$ cat src/keypad_code_entry_macros.svh
// Assertion helpers for the keypad code entry block.
`ifndef KEYPAD_CODE_ENTRY_MACROS_SVH
`define KEYPAD_CODE_ENTRY_MACROS_SVH

// Check a condition in the same cycle as its trigger.
`define KCE_ASSERT_NOW(label, ante, cons) \
  label: assert property (@(posedge clk) disable iff (rst) (ante) |-> (cons)) \
    else $error("keypad_code_entry: check failed");

// Check a condition in the cycle after its trigger.
`define KCE_ASSERT_NEXT(label, ante, cons) \
  label: assert property (@(posedge clk) disable iff (rst) (ante) |=> (cons)) \
    else $error("keypad_code_entry: check failed");

`endif

$ cat src/kce_pkg.sv
package kce_pkg;

  localparam int MAX_DIGITS = 4;
  localparam int CntW = $clog2(MAX_DIGITS + 1);
  localparam int IdxW = (MAX_DIGITS > 1) ? $clog2(MAX_DIGITS) : 1;
  localparam int TextChars = (MAX_DIGITS < 4) ? MAX_DIGITS : 4;

  localparam int KeyArrived = 3;
  localparam int KeyLeft = 7;
  localparam int KeyDelD = 11;
  localparam int KeyDelStar = 12;
  localparam int KeyDelX = 15;

  localparam logic [9:0] PULSE_KEY = 10'd30;
  localparam logic [9:0] PULSE_SUBMIT = 10'd100;
  localparam logic [9:0] PULSE_DELETE = 10'd500;
  localparam logic [9:0] PULSE_OVERFLOW = 10'd1000;

  typedef enum logic [2:0] {
    ACT_ADDED    = 3'd0,
    ACT_MULTI    = 3'd1,
    ACT_ARRIVED  = 3'd2,
    ACT_LEFT     = 3'd3,
    ACT_DELETE   = 3'd4,
    ACT_OVERFLOW = 3'd5
  } action_t;

  typedef enum logic [2:0] {
    CMD_ARRIVED,
    CMD_LEFT,
    CMD_DELETE,
    CMD_MULTI,
    CMD_KEY
  } cmd_kind_t;

  typedef struct packed {
    cmd_kind_t   kind;
    logic [7:0]  ch;
  } cmd_t;

  function automatic logic [7:0] key_char(input logic [3:0] idx);
    logic [7:0] c;
    unique case (idx)
      4'd0:  c = "1";
      4'd1:  c = "2";
      4'd2:  c = "3";
      4'd3:  c = "A";
      4'd4:  c = "4";
      4'd5:  c = "5";
      4'd6:  c = "6";
      4'd7:  c = "L";
      4'd8:  c = "7";
      4'd9:  c = "8";
      4'd10: c = "9";
      4'd11: c = "D";
      4'd12: c = "*";
      4'd13: c = "0";
      4'd14: c = "#";
      default: c = "X";
    endcase
    return c;
  endfunction

endpackage

$ cat src/keypad_code_entry.sv
// Keypad code entry: each item on key_state is one 4x4 keypad snapshot
// (bit i = key i, row-major 1 2 3 A / 4 5 6 L / 7 8 9 D / * 0 # X). An
// all-zero snapshot is consumed with no result; every other snapshot gives
// exactly one result: submit on A or L (code_text/code_length carry the
// buffered code, then the buffer clears), clear on D, X or *, overflow clear
// when the buffer is already full, ignore on several keys, otherwise append
// the key's character. Sustained rate is one item per clock while out_ready
// stays high: the classifier feeds a two-entry queue and the back end updates
// the buffer and loads the output register in the same cycle. An accepted
// item is written into the queue and then, when the back end takes it, into
// the output register behind out_valid; in_ready drops only when the queue
// fills behind a stalled output.
`include "keypad_code_entry_macros.svh"

module keypad_code_entry (
  input  logic        clk,
  input  logic        rst,
  input  logic        in_valid,
  output logic        in_ready,
  input  logic [15:0] key_state,
  output logic        out_valid,
  input  logic        out_ready,
  output logic [2:0]  action,
  output logic [9:0]  led_pulse_ms,
  output logic [31:0] code_text,
  output logic [2:0]  code_length
);
  import kce_pkg::*;

  cmd_t    front_cmd;
  logic    front_has_cmd;
  logic    q_full;
  logic    q_push;
  logic    q_pop;
  logic    q_pop_ready;
  logic    head_valid;
  cmd_t    head_cmd;
  action_t back_action;

  kce_front u_front (
    .key_state (key_state),
    .has_cmd   (front_has_cmd),
    .cmd       (front_cmd)
  );

  assign in_ready = !q_full;
  assign q_push = in_valid && in_ready && front_has_cmd;

  kce_queue u_queue (
    .clk        (clk),
    .rst        (rst),
    .push       (q_push),
    .push_cmd   (front_cmd),
    .full       (q_full),
    .pop        (q_pop),
    .head_valid (head_valid),
    .head_cmd   (head_cmd)
  );

  kce_back u_back (
    .clk          (clk),
    .rst          (rst),
    .cmd_valid    (head_valid),
    .cmd          (head_cmd),
    .cmd_ready    (q_pop_ready),
    .out_valid    (out_valid),
    .out_ready    (out_ready),
    .action       (back_action),
    .led_pulse_ms (led_pulse_ms),
    .code_text    (code_text),
    .code_length  (code_length)
  );

  assign q_pop = head_valid && q_pop_ready;
  assign action = back_action;

  `KCE_ASSERT_NOW(a_no_text_unless_submit,
    out_valid && action != ACT_ARRIVED && action != ACT_LEFT,
    code_text == 32'd0 && code_length == 3'd0)
  `KCE_ASSERT_NOW(a_length_bound, out_valid, code_length <= 3'(TextChars))
  `KCE_ASSERT_NOW(a_key_pulse,
    out_valid && (action == ACT_ADDED || action == ACT_MULTI),
    led_pulse_ms == PULSE_KEY)
  `KCE_ASSERT_NEXT(a_zero_item_dropped,
    in_valid && in_ready && key_state == 16'd0 && !head_valid,
    !head_valid)

endmodule

$ cat src/kce_front.sv
module kce_front (
  input  logic [15:0]   key_state,
  output logic          has_cmd,
  output kce_pkg::cmd_t cmd
);
  import kce_pkg::*;

  logic [3:0] idx;
  logic       multi;

  always_comb begin
    idx = '0;
    for (int j = 0; j < 16; j++) begin
      if (key_state[j]) begin
        idx = idx | 4'(j);
      end
    end
  end

  assign multi = (key_state & (key_state - 16'd1)) != 16'd0;
  assign has_cmd = key_state != 16'd0;

  always_comb begin
    cmd.ch = key_char(idx);
    priority if (key_state[KeyArrived]) begin
      cmd.kind = CMD_ARRIVED;
    end else if (key_state[KeyLeft]) begin
      cmd.kind = CMD_LEFT;
    end else if (key_state[KeyDelD] || key_state[KeyDelX] || key_state[KeyDelStar]) begin
      cmd.kind = CMD_DELETE;
    end else if (multi) begin
      cmd.kind = CMD_MULTI;
    end else begin
      cmd.kind = CMD_KEY;
    end
  end

endmodule

$ cat src/kce_queue.sv
module kce_queue (
  input  logic          clk,
  input  logic          rst,
  input  logic          push,
  input  kce_pkg::cmd_t push_cmd,
  output logic          full,
  input  logic          pop,
  output logic          head_valid,
  output kce_pkg::cmd_t head_cmd
);
  import kce_pkg::*;

  cmd_t       entries [2];
  logic       wr_ptr;
  logic       rd_ptr;
  logic [1:0] fill;

  assign full = fill == 2'd2;
  assign head_valid = fill != 2'd0;
  assign head_cmd = entries[rd_ptr];

  always_ff @(posedge clk) begin
    if (push) begin
      entries[wr_ptr] <= push_cmd;
    end
  end

  always_ff @(posedge clk) begin
    if (rst) begin
      wr_ptr <= 1'b0;
      rd_ptr <= 1'b0;
      fill <= 2'd0;
    end else begin
      if (push) begin
        wr_ptr <= ~wr_ptr;
      end
      if (pop) begin
        rd_ptr <= ~rd_ptr;
      end
      unique case ({push, pop})
        2'b10:   fill <= fill + 2'd1;
        2'b01:   fill <= fill - 2'd1;
        default: fill <= fill;
      endcase
    end
  end

endmodule

$ cat src/kce_back.sv
module kce_back (
  input  logic             clk,
  input  logic             rst,
  input  logic             cmd_valid,
  input  kce_pkg::cmd_t    cmd,
  output logic             cmd_ready,
  output logic             out_valid,
  input  logic             out_ready,
  output kce_pkg::action_t action,
  output logic [9:0]       led_pulse_ms,
  output logic [31:0]      code_text,
  output logic [2:0]       code_length
);
  import kce_pkg::*;

  logic [7:0]      chars [MAX_DIGITS];
  logic [7:0]      chars_next [MAX_DIGITS];
  logic [CntW-1:0] count;
  logic [CntW-1:0] count_next;
  logic [CntW-1:0] sub_len;
  logic [31:0]     sub_text;
  action_t         action_next;
  logic [9:0]      pulse_next;
  logic [31:0]     text_next;
  logic [2:0]      length_next;
  logic            step;

  assign cmd_ready = !out_valid || out_ready;
  assign step = cmd_valid && cmd_ready;

  always_comb begin
    sub_len = (count > CntW'(TextChars)) ? CntW'(TextChars) : count;
    sub_text = '0;
    for (int i = 0; i < TextChars; i++) begin
      if (CntW'(i) < count) begin
        sub_text[31 - 8 * i -: 8] = chars[i];
      end
    end
  end

  always_comb begin
    chars_next = chars;
    count_next = count;
    text_next = '0;
    length_next = '0;
    priority if (cmd.kind == CMD_ARRIVED || cmd.kind == CMD_LEFT) begin
      action_next = (cmd.kind == CMD_ARRIVED) ? ACT_ARRIVED : ACT_LEFT;
      pulse_next = PULSE_SUBMIT;
      text_next = sub_text;
      length_next = 3'(sub_len);
      count_next = '0;
      for (int i = 0; i < MAX_DIGITS; i++) chars_next[i] = '0;
    end else if (cmd.kind == CMD_DELETE) begin
      action_next = ACT_DELETE;
      pulse_next = PULSE_DELETE;
      count_next = '0;
      for (int i = 0; i < MAX_DIGITS; i++) chars_next[i] = '0;
    end else if (count >= CntW'(MAX_DIGITS)) begin
      action_next = ACT_OVERFLOW;
      pulse_next = PULSE_OVERFLOW;
      count_next = '0;
      for (int i = 0; i < MAX_DIGITS; i++) chars_next[i] = '0;
    end else if (cmd.kind == CMD_MULTI) begin
      action_next = ACT_MULTI;
      pulse_next = PULSE_KEY;
    end else begin
      action_next = ACT_ADDED;
      pulse_next = PULSE_KEY;
      chars_next[count[IdxW-1:0]] = cmd.ch;
      count_next = count + CntW'(1);
    end
  end

  always_ff @(posedge clk) begin
    if (rst) begin
      count <= '0;
      out_valid <= 1'b0;
      for (int i = 0; i < MAX_DIGITS; i++) chars[i] <= '0;
    end else begin
      if (step) begin
        count <= count_next;
        chars <= chars_next;
      end
      if (cmd_ready) begin
        out_valid <= cmd_valid;
      end
    end
  end

  always_ff @(posedge clk) begin
    if (step) begin
      action <= action_next;
      led_pulse_ms <= pulse_next;
      code_text <= text_next;
      code_length <= length_next;
    end
  end

endmodule
$ cat config.mk
export PLATFORM = sky130hd
export DESIGN_NAME = keypad_code_entry
export DESIGN_NICKNAME = d
export VERILOG_FILES = /design/src/kce_pkg.sv /design/src/keypad_code_entry.sv /design/src/kce_front.sv /design/src/kce_queue.sv /design/src/kce_back.sv
export VERILOG_INCLUDE_DIRS = /design/src /design/src/src
export SDC_FILE = /design/constraint.sdc
export NUM_CORES = 1
export LEC_CHECK = 0
export ABC_CLOCK_PERIOD_IN_PS = 2750
export BUFFER_PORTS_ARGS = -buffer_cell sky130_fd_sc_hd__buf_4
export CORE_MARGIN = 1
export CORE_UTILIZATION = 50
export CTS_CLUSTER_SIZE = 30
export DETAILED_ROUTE_END_ITERATION = 8
export MAX_ROUTING_LAYER = met4
export PLACE_DENSITY = 0.86
export SLEW_MARGIN = 20
export SYNTH_ARGS = -nofsm -noshare
export SYNTH_HDL_FRONTEND = slang
export SYNTH_SLANG_ARGS = --single-unit
$ cat constraint.sdc
create_clock -name clk -period 2.75 [get_ports clk]
set_clock_uncertainty 0.1 [all_clocks]
set_input_delay 0.275 -clock clk [delete_from_list [all_inputs] [get_ports clk]]
set_output_delay 0.275 -clock clk [all_outputs]
set_load 0.02 [all_outputs]
==> results.yml <==
sta:
  fin_crit_sh: 0.835
  slew_viol_final: 0
  slew_headroom: 0.449
  rsz0062_at_grt: "no"
  hold_ws_ns: 0.102
  setup_viol: 0
  tns_ns: 0
  finalHoldViolations: 0
  min_period_ns: 2.30
  fmaxAchievable_mhz: 435
  tightest_slew_ns: 0.823
worst_setup_path:
  critPathMaxFanout: 4
  required_ns: 2.93
  reg2reg_slack_ns: 0.58
  arrival_ns: 2.47
  end_kind: "register"
  critPathLaunchType: "primary input"
  critPathKind: "primary input to register"
clocking:
  numClockSinks: 97
  clk_latency_ns: 0.35
  cts_hold_buf: 0
  cts_inserted_buffers: 9
  cts_resized: 0
  cts_buffer_depth: 2
  htree_levels: 3
  clk_pin_slew_worst_paths_ns: 0.09
  post_cts_buffers: 0
  cts_root_buffer: "clkbuf_8"
  cts_tree: "built"
floorplanning:
  initial_utilization: 0.522
  pin_count: 70
  die_h_um: 92.0
  dieWidth_um: 92.0
  core_um2: 7770
  die_area_um2: 8470
  rows: 32
final_layout:
  n_antenna_cell: 0
  layout_common_cells: "buf_4, edfxtp_1, dfxtp_1"
  final_common_cell: "buf_4"
  final_util: 0.624
  drive_above_1_share: 0.241
  final_cells: 504
  fin_area_um2: 4850
  num-nets-final: 428
  area_delta_synth_final_pct: 19.6
drt:
  routedWlPerCell_um: 14.2
  drt_iter0_drc: 149
  vias: 2710
  dr.pass1.iters: 4
  drc: 0
  post_drt_via_cell_ratio: 5.38
  antenna_left: 0
  wirelength_mm: 7.15
logic_synthesis:
  synth_top_flop_cell: "edfxtp_1"
  synth_top_cells_by_area: "edfxtp_1, dfxtp_1, a22o_1"
  ys_async_sr_fraction: 0
  synthDistinctLibCells: 48
  synth_top_cell_by_area: "edfxtp_1"
  synth_top_area_share: 0.444
  synth_compound_area_frac: 0.136
  ys_ff_latch: 97
  synth-simple-area-share: 0.133
  synth-xor-area-share: 0.00864
  syn_area_um2: 4050
  synth_top_family_by_area: "compound AO/OA/AOI/OAI gates"
  syn_area_per_cell_um2: 12.4
  synth_edf_count: 60
  synth_cells: 327
  yosys.area_share.adder: 0.0364
  ys_warn_count: 0
  yosysSeqAreaShare: 0.627
  synthMuxAreaShare: 0.0198
place:
  gp_congestion: 0.888
  dp_hpwl_mm: 5.22
  dpl-instance-area_um2: 4650
  io_buffer_count: 64
  dp.cells: 488
global_routing:
  grt_pass1_wl_mm: 11.7
  grt_pass1_vias: 2448
  antenna_found_initial: 0
  grt_use_total: 0.185
  grt_max_degree: 38
  grt_overflow: 0
power:
  worst_ir_drop_vdd_mv: 0.341
  leakage_nw: 1.91
  power_density_nw_per_um2: 936
run:
  maxCapViolCount: 0
worst_hold_path:
  hold_path.class: "primary input to register"
outcome:
  outcome: "completed"
flip-flops by register name, indices dropped and copies added, names as in the netlist, named ones only:
name                 cells
u_back.chars            28
u_back.code_text        28
u_queue.entries         20
u_back.led_pulse_ms      7
u_back.code_length       3
u_back.count             3
u_back.action            2
u_queue.fill             2
u_back.out_valid         1
u_queue.rd_ptr           1
u_queue.wr_ptr           1
final cells by class:
class | count | area, µm²
Tap cell | 102 | 128
Inverter | 13 | 48.8
Clock buffer | 10 | 138
Clock inverter | 6 | 57.6
Sequential cell | 97 | 2540
Fill cell | 606 | 2920
Timing Repair Buffer | 75 | 563
Multi-Input combinational cell | 201 | 1370
report_power, final:
group / internal, mW / switching [mW] / total (mW)
sequential: 1.98 / 0.133 / 2.11
clock: 0.439 / 0.445 / 0.883
combinational: 0.589 / 0.951 / 1.54
logic make-up after synthesis:
group                    count (synthesis)
flip-flops                              97
adder cells (fa/ha/maj)                 12
AND/OR/NAND/NOR                         98
multiplexers                             8
buffers and inverters                   33
XOR/XNOR                                 4
other                                    1
AO/OA/AOI/OAI                           74
per-layer routing:
metal,share of wire,vias to the layer above,track usage
met4,0.0095,0,0.0612
met5,0,-,-
met3,0.050,7,0.0406
li1,-,1339,-
met2,0.50,102,0.304
met1,0.44,1262,0.227
cell usage after synthesis, types with 2 or more instances:
| cell type | count |
|---|---|
| buf_4 | 8 |
| or2_2 | 2 |
| buf_2 | 2 |
| and2_1 | 22 |
| a2111oi_0 | 2 |
| o22a_1 | 3 |
| o31ai_1 | 4 |
| nand2b_1 | 4 |
| mux2i_1 | 8 |
| or3_1 | 2 |
| nand4b_1 | 2 |
| a21oi_1 | 14 |
| and3_1 | 8 |
| nand2_1 | 2 |
| o22ai_1 | 2 |
| nand3_1 | 3 |
| ha_1 | 11 |
| dfxtp_1 | 37 |
| a22o_1 | 28 |
| a211oi_1 | 5 |
| o32ai_1 | 2 |
| inv_1 | 13 |
| o21ai_0 | 7 |
| nor2_1 | 36 |
| edfxtp_1 | 60 |
| buf_1 | 3 |
| or4_1 | 3 |
| xnor2_1 | 3 |
| clkbuf_1 | 7 |
| nor4_1 | 2 |
| nor3_1 | 5 |
stage by stage:
| step | setup WS [ns] | power (mW) |
|---|---|---|
| 4_1_cts | 0.494 | 4.55 |
| 3_3_place_gp | 0.214 | 3.64 |
| 5_1_grt | 0.362 | 4.77 |
| 2_1_floorplan | 0.120 | 3.08 |
| 3_5_place_dp | 0.128 | 3.69 |
| 6_report | 0.453 | 4.54 |
worst max-delay path, cell delays in order:
cell	delay (ns)
buf_4	0.12
or4_1	0.58
or3_4	0.42
o211ai_2	0.23
ha_1	0.30
or3_1	0.38
a21oi_1	0.16
path summary, 6_finish.rpt:
check,start,endpoint,depth (start not counted)
setup / recovery,key_state[8],u_queue.fill[1],7
hold / removal,rst,u_back.count[2],2
setup reg to reg,register,u_back.chars[16],9
hold reg to reg,u_back.chars[11],u_back.chars[11],1
No activity file was read; power rests on OpenSTA's default activity.
